<file path="src/hw/rtl/snpw_pkg.sv">
package snpw_pkg;

    localparam int SEG_COUNT = 7;
    localparam int DIGIT_W   = 4;
    localparam int VALUE_W   = 16;
    localparam int QUOT_W    = 13;    // 65535 / 10 fits in 13 bits
    localparam int INDEX_W   = 16;
    localparam int COLOR_W   = 32;
    localparam int COUNT_W   = 3;
    localparam int SEG_W     = 3;

    // x / 10 == (x * 52429) >> 19 for every 16-bit x
    localparam logic [VALUE_W-1:0] DIV10_MUL   = 16'd52429;
    localparam int                 DIV10_SHIFT = 19;

    localparam logic [SEG_W-1:0] SEG_LAST = SEG_W'(SEG_COUNT - 1);

    typedef struct packed {
        logic load;     // capture request fields
        logic div;      // register value / 10
        logic digit;    // peel off the low digit, keep the quotient
        logic emit;     // one pixel write into the output register
    } cmd_t;

    typedef struct packed {
        logic count_zero;   // incoming request draws nothing
        logic digit_end;    // current write is the last LED of this digit
        logic pos_last;     // working on digit position 0
        logic out_free;     // output register can take a write
    } status_t;

    // bit 0 = segment a ... bit 6 = segment g
    function automatic logic [SEG_COUNT-1:0] seg_pattern(input logic [DIGIT_W-1:0] digit);
        logic [SEG_COUNT-1:0] pat;
        case (digit)
            4'd0:    pat = 7'b0111111;
            4'd1:    pat = 7'b0000110;
            4'd2:    pat = 7'b1011011;
            4'd3:    pat = 7'b1001111;
            4'd4:    pat = 7'b1100110;
            4'd5:    pat = 7'b1101101;
            4'd6:    pat = 7'b1111101;
            4'd7:    pat = 7'b0000111;
            4'd8:    pat = 7'b1111111;
            4'd9:    pat = 7'b1101111;
            default: pat = '0;
        endcase
        return pat;
    endfunction

endpackage

</file>
<file path="src/hw/rtl/snpw_ctrl.sv">
module snpw_ctrl (
    input  logic              clk,
    input  logic              rst_n,
    input  logic              s_tvalid,
    output logic              s_tready,
    input  snpw_pkg::status_t status,
    output snpw_pkg::cmd_t    cmd
);

    typedef enum logic [3:0] {
        ST_IDLE  = 4'b0001,
        ST_DIV   = 4'b0010,
        ST_DIGIT = 4'b0100,
        ST_EMIT  = 4'b1000
    } state_t;

    state_t state_reg;
    state_t state_next;

    always_ff @(posedge clk or negedge rst_n)
    begin
        if (!rst_n)
        begin
            state_reg <= ST_IDLE;
        end
        else
        begin
            state_reg <= state_next;
        end
    end

    always_comb
    begin
        state_next = state_reg;
        cmd        = '0;
        s_tready   = 1'b0;
        case (state_reg)
            ST_IDLE:
            begin
                s_tready = 1'b1;
                if (s_tvalid)
                begin
                    cmd.load = 1'b1;
                    if (!status.count_zero)
                    begin
                        state_next = ST_DIV;
                    end
                end
            end
            ST_DIV:
            begin
                cmd.div    = 1'b1;
                state_next = ST_DIGIT;
            end
            ST_DIGIT:
            begin
                cmd.digit  = 1'b1;
                state_next = ST_EMIT;
            end
            ST_EMIT:
            begin
                if (status.out_free)
                begin
                    cmd.emit = 1'b1;
                    if (status.digit_end)
                    begin
                        state_next = status.pos_last ? ST_IDLE : ST_DIV;
                    end
                end
            end
            default:
            begin
                state_next = ST_IDLE;
            end
        endcase
    end

endmodule

</file>
<file path="src/hw/rtl/snpw_datapath.sv">
module snpw_datapath #(
    parameter int MAX_DIGITS   = 4,
    parameter int LEDS_PER_SEG = 2
) (
    input  logic                               clk,
    input  logic                               rst_n,
    input  snpw_pkg::cmd_t                     cmd,
    output snpw_pkg::status_t                  status,
    input  logic [snpw_pkg::INDEX_W-1:0]       start_pixel,
    input  logic [snpw_pkg::COUNT_W-1:0]       digit_count,
    input  logic [snpw_pkg::VALUE_W-1:0]       number_value,
    input  logic [snpw_pkg::COLOR_W-1:0]       lit_color,
    output logic                               out_valid,
    input  logic                               out_ready,
    output logic [snpw_pkg::INDEX_W-1:0]       pixel_index,
    output logic [snpw_pkg::COLOR_W-1:0]       pixel_color,
    output logic                               last_write
);

    localparam int PER_DIGIT = snpw_pkg::SEG_COUNT * LEDS_PER_SEG;
    localparam int POS_W     = (MAX_DIGITS > 1) ? $clog2(MAX_DIGITS) : 1;
    localparam int LED_W     = (LEDS_PER_SEG > 1) ? $clog2(LEDS_PER_SEG) : 1;
    localparam logic [LED_W-1:0] LED_LAST = LED_W'(LEDS_PER_SEG - 1);
    // after a digit the index sits on its last LED; step back to the next digit's start
    localparam logic [snpw_pkg::INDEX_W-1:0] IDX_BACK =
        snpw_pkg::INDEX_W'(2 * PER_DIGIT - 1);

    logic [snpw_pkg::VALUE_W-1:0] value_reg;
    logic [snpw_pkg::QUOT_W-1:0]  quot_reg;
    logic [snpw_pkg::DIGIT_W-1:0] digit_reg;
    logic [snpw_pkg::COLOR_W-1:0] color_reg;
    logic [snpw_pkg::INDEX_W-1:0] idx_reg;
    logic [POS_W-1:0]             pos_reg;
    logic [snpw_pkg::SEG_W-1:0]   seg_reg;
    logic [LED_W-1:0]             led_reg;

    logic                         out_valid_reg;
    logic [snpw_pkg::INDEX_W-1:0] pixel_index_reg;
    logic [snpw_pkg::COLOR_W-1:0] pixel_color_reg;
    logic                         last_write_reg;

    logic [snpw_pkg::COUNT_W-1:0]   count_sat;
    logic [snpw_pkg::COUNT_W-1:0]   count_m1;
    logic [2*snpw_pkg::VALUE_W-1:0] prod;
    logic [snpw_pkg::VALUE_W-1:0]   quot_x10;
    logic [snpw_pkg::VALUE_W-1:0]   rem;
    logic [snpw_pkg::SEG_COUNT-1:0] pattern;
    logic                           led_end;
    logic                           digit_end;

    assign count_sat = (digit_count > snpw_pkg::COUNT_W'(MAX_DIGITS)) ?
                       snpw_pkg::COUNT_W'(MAX_DIGITS) : digit_count;
    assign count_m1  = count_sat - snpw_pkg::COUNT_W'(1);

    assign prod     = value_reg * snpw_pkg::DIV10_MUL;
    assign quot_x10 = {quot_reg, 3'b000} + {2'b00, quot_reg, 1'b0};
    assign rem      = value_reg - quot_x10;

    assign pattern   = snpw_pkg::seg_pattern(digit_reg);
    assign led_end   = (led_reg == LED_LAST);
    assign digit_end = led_end && (seg_reg == snpw_pkg::SEG_LAST);

    assign status.count_zero = (digit_count == '0);
    assign status.digit_end  = digit_end;
    assign status.pos_last   = (pos_reg == '0);
    assign status.out_free   = !out_valid_reg || out_ready;

    always_ff @(posedge clk)
    begin
        if (cmd.load)
        begin
            value_reg <= number_value;
            color_reg <= lit_color;
            pos_reg   <= POS_W'(count_m1);
            idx_reg   <= start_pixel
                         + snpw_pkg::INDEX_W'(count_m1) * snpw_pkg::INDEX_W'(PER_DIGIT);
            seg_reg   <= '0;
            led_reg   <= '0;
        end
        if (cmd.div)
        begin
            quot_reg <= prod[snpw_pkg::DIV10_SHIFT +: snpw_pkg::QUOT_W];
        end
        if (cmd.digit)
        begin
            digit_reg <= rem[snpw_pkg::DIGIT_W-1:0];
            value_reg <= snpw_pkg::VALUE_W'(quot_reg);
        end
        if (cmd.emit)
        begin
            pixel_index_reg <= idx_reg;
            pixel_color_reg <= pattern[seg_reg] ? color_reg : '0;
            last_write_reg  <= digit_end && (pos_reg == '0);
            if (digit_end)
            begin
                seg_reg <= '0;
                led_reg <= '0;
                pos_reg <= pos_reg - POS_W'(1);
                idx_reg <= idx_reg - IDX_BACK;
            end
            else
            begin
                idx_reg <= idx_reg + snpw_pkg::INDEX_W'(1);
                if (led_end)
                begin
                    led_reg <= '0;
                    seg_reg <= seg_reg + snpw_pkg::SEG_W'(1);
                end
                else
                begin
                    led_reg <= led_reg + LED_W'(1);
                end
            end
        end
    end

    always_ff @(posedge clk or negedge rst_n)
    begin
        if (!rst_n)
        begin
            out_valid_reg <= 1'b0;
        end
        else if (cmd.emit)
        begin
            out_valid_reg <= 1'b1;
        end
        else if (out_ready)
        begin
            out_valid_reg <= 1'b0;
        end
    end

    assign out_valid   = out_valid_reg;
    assign pixel_index = pixel_index_reg;
    assign pixel_color = pixel_color_reg;
    assign last_write  = last_write_reg;

endmodule

</file>
<file path="src/hw/rtl/seven_segment_number_pixel_writer.sv">
// Seven-segment number pixel writer.
// A request on the s_ channel carries a start pixel, a digit count, a 16-bit
// value and a color. The block draws the low decimal digits of the value,
// leading zeros included, as seven-segment digits on an LED chain: for each
// digit position from the highest down it sends one pixel write per LED
// (7 segments x LEDS_PER_SEG LEDs) on the m_ channel; m_tlast marks the final
// write. Digit counts above MAX_DIGITS saturate; a count of zero sends nothing.
// Each digit runs a divide-by-ten (reciprocal multiply, then remainder),
// then one write per cycle while m_tready stays high. One request is
// worked at a time; s_tready is high only between requests. Writes leave
// through an output register; while m_tready is low the block holds that
// write and pauses. A new request may be taken while the final write
// still waits. Reset empties the output register and returns to idle.
module seven_segment_number_pixel_writer #(
    parameter int MAX_DIGITS   = 4,
    parameter int LEDS_PER_SEG = 2
) (
    input  logic        clk,
    input  logic        rst_n,
    input  logic        s_tvalid,
    output logic        s_tready,
    input  logic [71:0] s_tdata,   // start_pixel[15:0], digit_count[18:16],
                                   // number_value[34:19], lit_color[66:35], zero pad
    output logic        m_tvalid,
    input  logic        m_tready,
    output logic [47:0] m_tdata,   // pixel_index[15:0], pixel_color[47:16]
    output logic        m_tlast    // last_write
);

    snpw_pkg::cmd_t    cmd;
    snpw_pkg::status_t status;

    logic [snpw_pkg::INDEX_W-1:0] pixel_index;
    logic [snpw_pkg::COLOR_W-1:0] pixel_color;

    snpw_ctrl u_ctrl (
        .clk      (clk),
        .rst_n    (rst_n),
        .s_tvalid (s_tvalid),
        .s_tready (s_tready),
        .status   (status),
        .cmd      (cmd)
    );

    snpw_datapath #(
        .MAX_DIGITS   (MAX_DIGITS),
        .LEDS_PER_SEG (LEDS_PER_SEG)
    ) u_datapath (
        .clk          (clk),
        .rst_n        (rst_n),
        .cmd          (cmd),
        .status       (status),
        .start_pixel  (s_tdata[15:0]),
        .digit_count  (s_tdata[18:16]),
        .number_value (s_tdata[34:19]),
        .lit_color    (s_tdata[66:35]),
        .out_valid    (m_tvalid),
        .out_ready    (m_tready),
        .pixel_index  (pixel_index),
        .pixel_color  (pixel_color),
        .last_write   (m_tlast)
    );

    assign m_tdata = {pixel_color, pixel_index};

    // a request that draws something keeps the block busy
    a_busy_after_request: assert property (@(posedge clk) disable iff (!rst_n)
        s_tvalid && s_tready && (s_tdata[18:16] != 3'd0) |=> !s_tready)
        else $error("block took a second request while drawing");

    // an empty request leaves the block idle
    a_empty_request: assert property (@(posedge clk) disable iff (!rst_n)
        s_tvalid && s_tready && (s_tdata[18:16] == 3'd0) |=> s_tready)
        else $error("empty request started a draw");

    // a stalled write stays put until it is taken
    a_hold_stalled: assert property (@(posedge clk) disable iff (!rst_n)
        m_tvalid && !m_tready |=> m_tvalid && $stable(m_tdata) && $stable(m_tlast))
        else $error("stalled write changed before it was taken");

    // no write is produced before the divider has run for a new request
    a_no_early_write: assert property (@(posedge clk) disable iff (!rst_n)
        s_tvalid && s_tready && !m_tvalid |=> !m_tvalid)
        else $error("write produced in the cycle after a request");

endmodule
</file>
<file path="config.mk">
export PLATFORM = sky130hd
export DESIGN_NAME = seven_segment_number_pixel_writer
export DESIGN_NICKNAME = d
export VERILOG_FILES = /design/src/hw/rtl/snpw_pkg.sv /design/src/hw/rtl/snpw_ctrl.sv /design/src/hw/rtl/snpw_datapath.sv /design/src/hw/rtl/seven_segment_number_pixel_writer.sv
export SDC_FILE = /design/constraint.sdc
export NUM_CORES = 1
export LEC_CHECK = 0
export ABC_AREA = 0
export BUFFER_PORTS_ARGS = -buffer_cell sky130_fd_sc_hd__buf_2
export CAP_MARGIN = 30
export CORE_ASPECT_RATIO = 0.75
export CORE_MARGIN = 5
export CORE_UTILIZATION = 50
export DETAILED_ROUTE_END_ITERATION = 8
export MAX_ROUTING_LAYER = met4
export PLACE_DENSITY_LB_ADDON = 0.25
export SLEW_MARGIN = 20
export SYNTH_ARGS = -nofsm -noshare
export SYNTH_HDL_FRONTEND = slang
export SYNTH_SLANG_ARGS = --single-unit
</file>
<file path="constraint.sdc">
create_clock -name clk -period 6.6 [get_ports clk]
set_input_delay 0.99 -clock clk [delete_from_list [all_inputs] [get_ports clk]]
set_output_delay 0.99 -clock clk [all_outputs]
set_load 0.02 [all_outputs]
</file>
# Word-level counts from Yosys, hierarchy flattened

Memory sizes are Yosys's and may differ from the RTL's. A register that Yosys moved wholly into a read port is not among the register bits.
Index checks and enable logic that the tools add are counted.

Bits in registers: 141
Bits in latches: 0
Bits in writable memories: 0
Memory bits (read-only): 112
Input bits: 76
Output and inout port bits: 51
Memories kept: 1

Add/sub/neg operators: 9
Multiply operators: 2
Div/mod/pow operators: 0
Magnitude comparators: 2
Eq/ne operators: 9
Shift-type cells: 0
Mux-type cells: 35
Bitwise logic cells: 0
Reductions and logical operators: 10

Memories:

| name             | words | width | read ports | clocked after Yosys merged registers in | wr ports | RTL line       | source |
|---|---|---|---|---|---|---|---|
| (name not given) | 16    | 7     | 1          | 1                                       | 0        | snpw_pkg.sv:35 | `case (digit)` |

Operator list:

| operator                                            | count |
|---|---|
| 2-to-1 mux 16 bit                                   | 3 |
| multiplier 16 x 16 -> 32 bit, second input constant | 1 |
| 2-to-1 mux 13 bit                                   | 2 |
| 2-to-1 mux 4 bit                                    | 5 |
| adder 16 x 1 -> 16 bit, second input constant       | 1 |
| adder 16 x 7 -> 16 bit                              | 1 |
| one-hot mux 4 bit (4 select lines)                  | 1 |
| subtractor 16 x 5 -> 16 bit, second input constant  | 1 |
| 2-to-1 mux 3 bit                                    | 5 |
| 2-to-1 mux 1 bit                                    | 14 |
| 2-to-1 mux 2 bit                                    | 4 |
| multiplier 3 x 3 -> 6 bit, second input constant    | 1 |
| inequality test 2 bit, second input constant        | 3 |
| nonzero test 2 bit                                  | 3 |
| adder 4 bit                                         | 1 |
| equality test 4 x 1 -> 1 bit, second input constant | 1 |
| equality test 4 x 2 -> 1 bit, second input constant | 1 |
| equality test 4 x 3 -> 1 bit, second input constant | 1 |
| equality test 4 bit, second input constant          | 1 |
| < comparator 3 x 4 -> 1 bit, second input constant  | 1 |
| AND reduction 4 bit                                 | 1 |
| subtractor 4 bit                                    | 1 |
| adder 3 x 1 -> 3 bit, second input constant         | 1 |
| binary-select mux 1 bit (select 3 bit)              | 1 |
| 11 further kinds                                    | 12 |

# Logic depth before layout (Yosys ltp)

Depth in word-level cells: 7
Gate-level depth with buffers: 21
Depth with buffers taken out: 21

# Modules after synthesis

From an unflattened synthesis, not the netlist that was laid out.

Cells, all modules: 984
Area total of the unflattened synthesis: 11299.6 µm²

By module, submodules not included:

| module        | instances | cells each | area each (µm²) |
|---|---|---|---|
| snpw_datapath | 1         | 959        | 11059.4 |
| snpw_ctrl     | 1         | 25         | 240.2 |

# Least setup slack after synthesis

Ideal clock, no wire load.

Kind: reg-to-reg
Start: reg u_datapath.value_reg[6] (netlist name)
End: reg u_datapath.quot_reg[10] (netlist name) (data pin)
Arrival: 5.386 ns
Required time: 6.342 ns
Path slack: 0.957 ns
Cell stages (with the launch flop): 20
Buffers on the path: 0
Clock period less this slack: 5.643 ns
Cells stage by stage: edfxtp_1 ha_1 inv_1 fa_1 inv_1 fa_1 fa_1 fa_1 inv_1 fa_1 inv_1 ha_1 a21oi_1 a21oi_1 o21ai_0 o311ai_1 or4_4 a211o_1 a21oi_2 xnor2_1

Word-level cells in the longest chain between the ends: 1

Ends and longest elaborated chain:

| what                          | RTL line            | source |
|---|---|---|
| start: declaration            | snpw_datapath.sv:28 | `logic [snpw_pkg::VALUE_W-1:0] value_reg;` |
| start signal: assignment      | snpw_datapath.sv:72 | `value_reg <= number_value;` |
| start signal: assignment      | snpw_datapath.sv:87 | `value_reg <= snpw_pkg::VALUE_W'(quot_reg);` |
| multiplier 16 x 16 -> 32 bit  | snpw_datapath.sv:55 | `assign prod = value_reg * snpw_pkg::DIV10_MUL;` |
| net u_datapath.prod (one bit) | snpw_datapath.sv:44 | `logic [2*snpw_pkg::VALUE_W-1:0] prod;` |
| end signal: assignment        | snpw_datapath.sv:82 | `quot_reg <= prod[snpw_pkg::DIV10_SHIFT +: snpw_pkg::QUOT_W];` |
| end: declaration              | snpw_datapath.sv:29 | `logic [snpw_pkg::QUOT_W-1:0] quot_reg;` |

The timed path passes the listed nets, and every way through them passes these cells.
A chain may end at the register's enable or synchronous reset.

# Worst setup path in the final report

Start: reg u_datapath.value_reg[3] (netlist name)
End: reg u_datapath.quot_reg[12] (netlist name) (data pin)

Same word-level chain as after synthesis.

==> impl_metrics.ini <==
[outcome]
outcome = completed

[floorplanning]
die-width_um = 181
die-area_sq_um = 25000
fp-row-count = 47
core_sq_um = 21800
start_util = 0.503
ios = 127
die_h_um = 138

[cts]
cts.reportedPaths.clkPinSlew_ns = 0.07
clock_path_buffers = 2
post_cts_buffers = 0
insertion_delay_ns = 0.42
htreeDepth = 4
root_buffer = clkbuf_16
cts_tree = yes
cts.hold.buffers_added = 0
cts-resized-gates = 0
clock-sinks = 148
cts_buffers = 17

[timing]
period_minus_slack_ns = 6.31
fmax_ghz = 0.159
final_max_slew_viol_count = 0
post-route-period-util = 0.955
finalHoldViolCount = 0
slew_headroom = 0.431
tightest_slew_ns = 0.851
setup_viol = 0
grt_setup_unrepaired = false
skew_ns = 0.0157
tns_ns = 0

[critical_path]
path_class = flip-flop to flip-flop
required_ns = 6.76
crit_path_end_kind = flip-flop
cpMaxStageDelayCell = edfxtp_1
start_kind = flip-flop
crit_arrival_ns = 6.47
critPathMaxFanout = 6
path_cells = ha_1 > inv_1 > fa_1 > inv_1 > fa_1 > fa_1 > fa_1 > inv_1 > fa_1 > inv_1 > ha_1 > a21oi_1 > a21oi_1 > o21ai_0 > o311ai_1 > buf_2 > or4_4 > a211oi_1 > o31ai_1 > xnor2_1
timing.critical_path.slowest_cell_delay_ns = 0.54
cp_common_cell = fa_1

[synthesis]
ys_seq_area_frac = 0.389
syn_area_sq_um = 11000
synthCells = 990
synth_edf_count = 128
synth_cell_type_count = 55
synth_nets = 1308
synth_seq_cells = 148
synthFlopType = edfxtp_1
async_flop_share = 0.0338
syn-mean-instance-area_sq_um = 11.1
ys_warn_count = 0

[grt]
grt_pass1_wl_mm = 36.9
grt.overflow.total = 0
grt_pass1_vias = 7207
grt_usage = 0.190
grt_start_max_net_pins = 49
antenna_found_initial = 2

[job]
cap_violations = 0

[layout]
final_common_cell = inv_1
post-route-util = 0.579
area_growth_pct = 15.0
stdcell_area_sq_um = 12600
final_cell_mix = inv_1 (209), ha_1 (162), edfxtp_1 (128)
drive_above_1_share = 0.155
nets = 1450

[routing]
routed_wl_mm = 22.6
drt-initial-drc-count = 390
first_pass_iters = 5
ant_nets = 0
vias = 7140
viasPerCell = 4.95
drc = 0
avgRoutedWirePerCell_um = 15.7

[place]
gp_congestion = 0.897
portBuffers = 121
placed_area_sq_um = 12000
dp_hpwl_mm = 18.1

[worst_hold_path]
hp-class = input pin to async pin
Yosys cell counts (12+ instances only):
cell type / instances / share of area
a21oi_1: 32 / 0.015
xor2_1: 23 / 0.018
nand2_1: 93 / 0.032
nand3_1: 12 / 0.0055
o21ai_1: 13 / 0.0059
inv_1: 209 / 0.072
ha_1: 162 / 0.18
xnor2_1: 29 / 0.023
nor2_1: 25 / 0.0086
nor2b_1: 36 / 0.021
dfxtp_1: 15 / 0.027
o21ai_0: 21 / 0.0096
fa_1: 80 / 0.15
edfxtp_1: 128 / 0.35
routing by layer:
| metal | vias to the layer above | wire length [um] | track usage |
|---|---|---|---|
| met5 | - | 0 | - |
| met4 | 0 | 280 | 0.0359 |
| met3 | 22 | 1400 | 0.0457 |
| met2 | 176 | 9790 | 0.279 |
| met1 | 3369 | 11100 | 0.274 |
| li1 | 3573 | - | - |
worst paths after layout:
kind	end	slack (ns)	from	cells past startpoint
min reg2reg	u_datapath.pixel_index[10]$_DFFE_PP_	0.47	u_datapath.idx_reg[10]$_DFFE_PP_	0
max	u_datapath.quot_reg[12]$_DFFE_PP_	0.29	u_datapath.value_reg[3]$_DFFE_PP_	20
max in group asynchronous	u_ctrl.state_reg[0]$_DFFE_PN1P_	6.02	rst_n	1
max reg2reg	u_datapath.quot_reg[12]$_DFFE_PP_	0.29	u_datapath.value_reg[3]$_DFFE_PP_	20
min in group clk	u_datapath.pixel_index[10]$_DFFE_PP_	0.47	u_datapath.idx_reg[10]$_DFFE_PP_	0
min	u_ctrl.state_reg[2]$_DFFE_PN0P_	0.37	rst_n	1
per-stage QoR:
stage | setup WS, ns | instances | hold WS (ns)
after floorplan | 0.957 | 990 | 0.433
after global placement | 0.312 | 1405 | 0.452
after detailed placement | 0.278 | 1406 | 0.457
after CTS | 0.217 | 1438 | 0.356
after global routing | 0.0569 | 1441 | 0.365
final | 0.295 | 1441 | 0.372
kinds of logic (layout without fill, tap and decap cells):
| family | count (synthesis) | in the layout | share of synthesized area |
|---|---|---|---|
| adders and majority gates | 242 | 242 | 0.331 |
| buffers and inverters | 222 | 377 | 0.0759 |
| and+or+nand+nor | 203 | 203 | 0.0887 |
| DFF | 148 | 148 | 0.389 |
| AOI/OAI and AO/OA | 116 | 116 | 0.0664 |
| xor gates and xnor gates | 52 | 52 | 0.0415 |
| muxes | 7 | 7 | 0.00753 |
| other | 0 | 2 | 0 |
worst max-delay path, delay by kind of cell, from the launching register on:
family	cells	cell delay, ns
xor gates and xnor gates	1	0.14
and+or+nand+nor	1	0.47
DFF	1	0.54
AOI/OAI and AO/OA	6	1.12
adders and majority gates	7	3.34
buffers and inverters	5	0.42
area by class of cell:
type / count / area [sq um]
well taps: 294 / 368
clock inverters: 15 / 175
fillers: 1874 / 9200
diodes: 2 / 5.00
clock buffers: 17 / 425
repair buffers: 134 / 708
multi-input cells: 620 / 5880
inverters: 211 / 792
flip-flops and latches: 148 / 4270
Power is left out: the tool's default activity adds up to more than one toggle a clock period on the data nets, which glitch-free logic cannot reach.
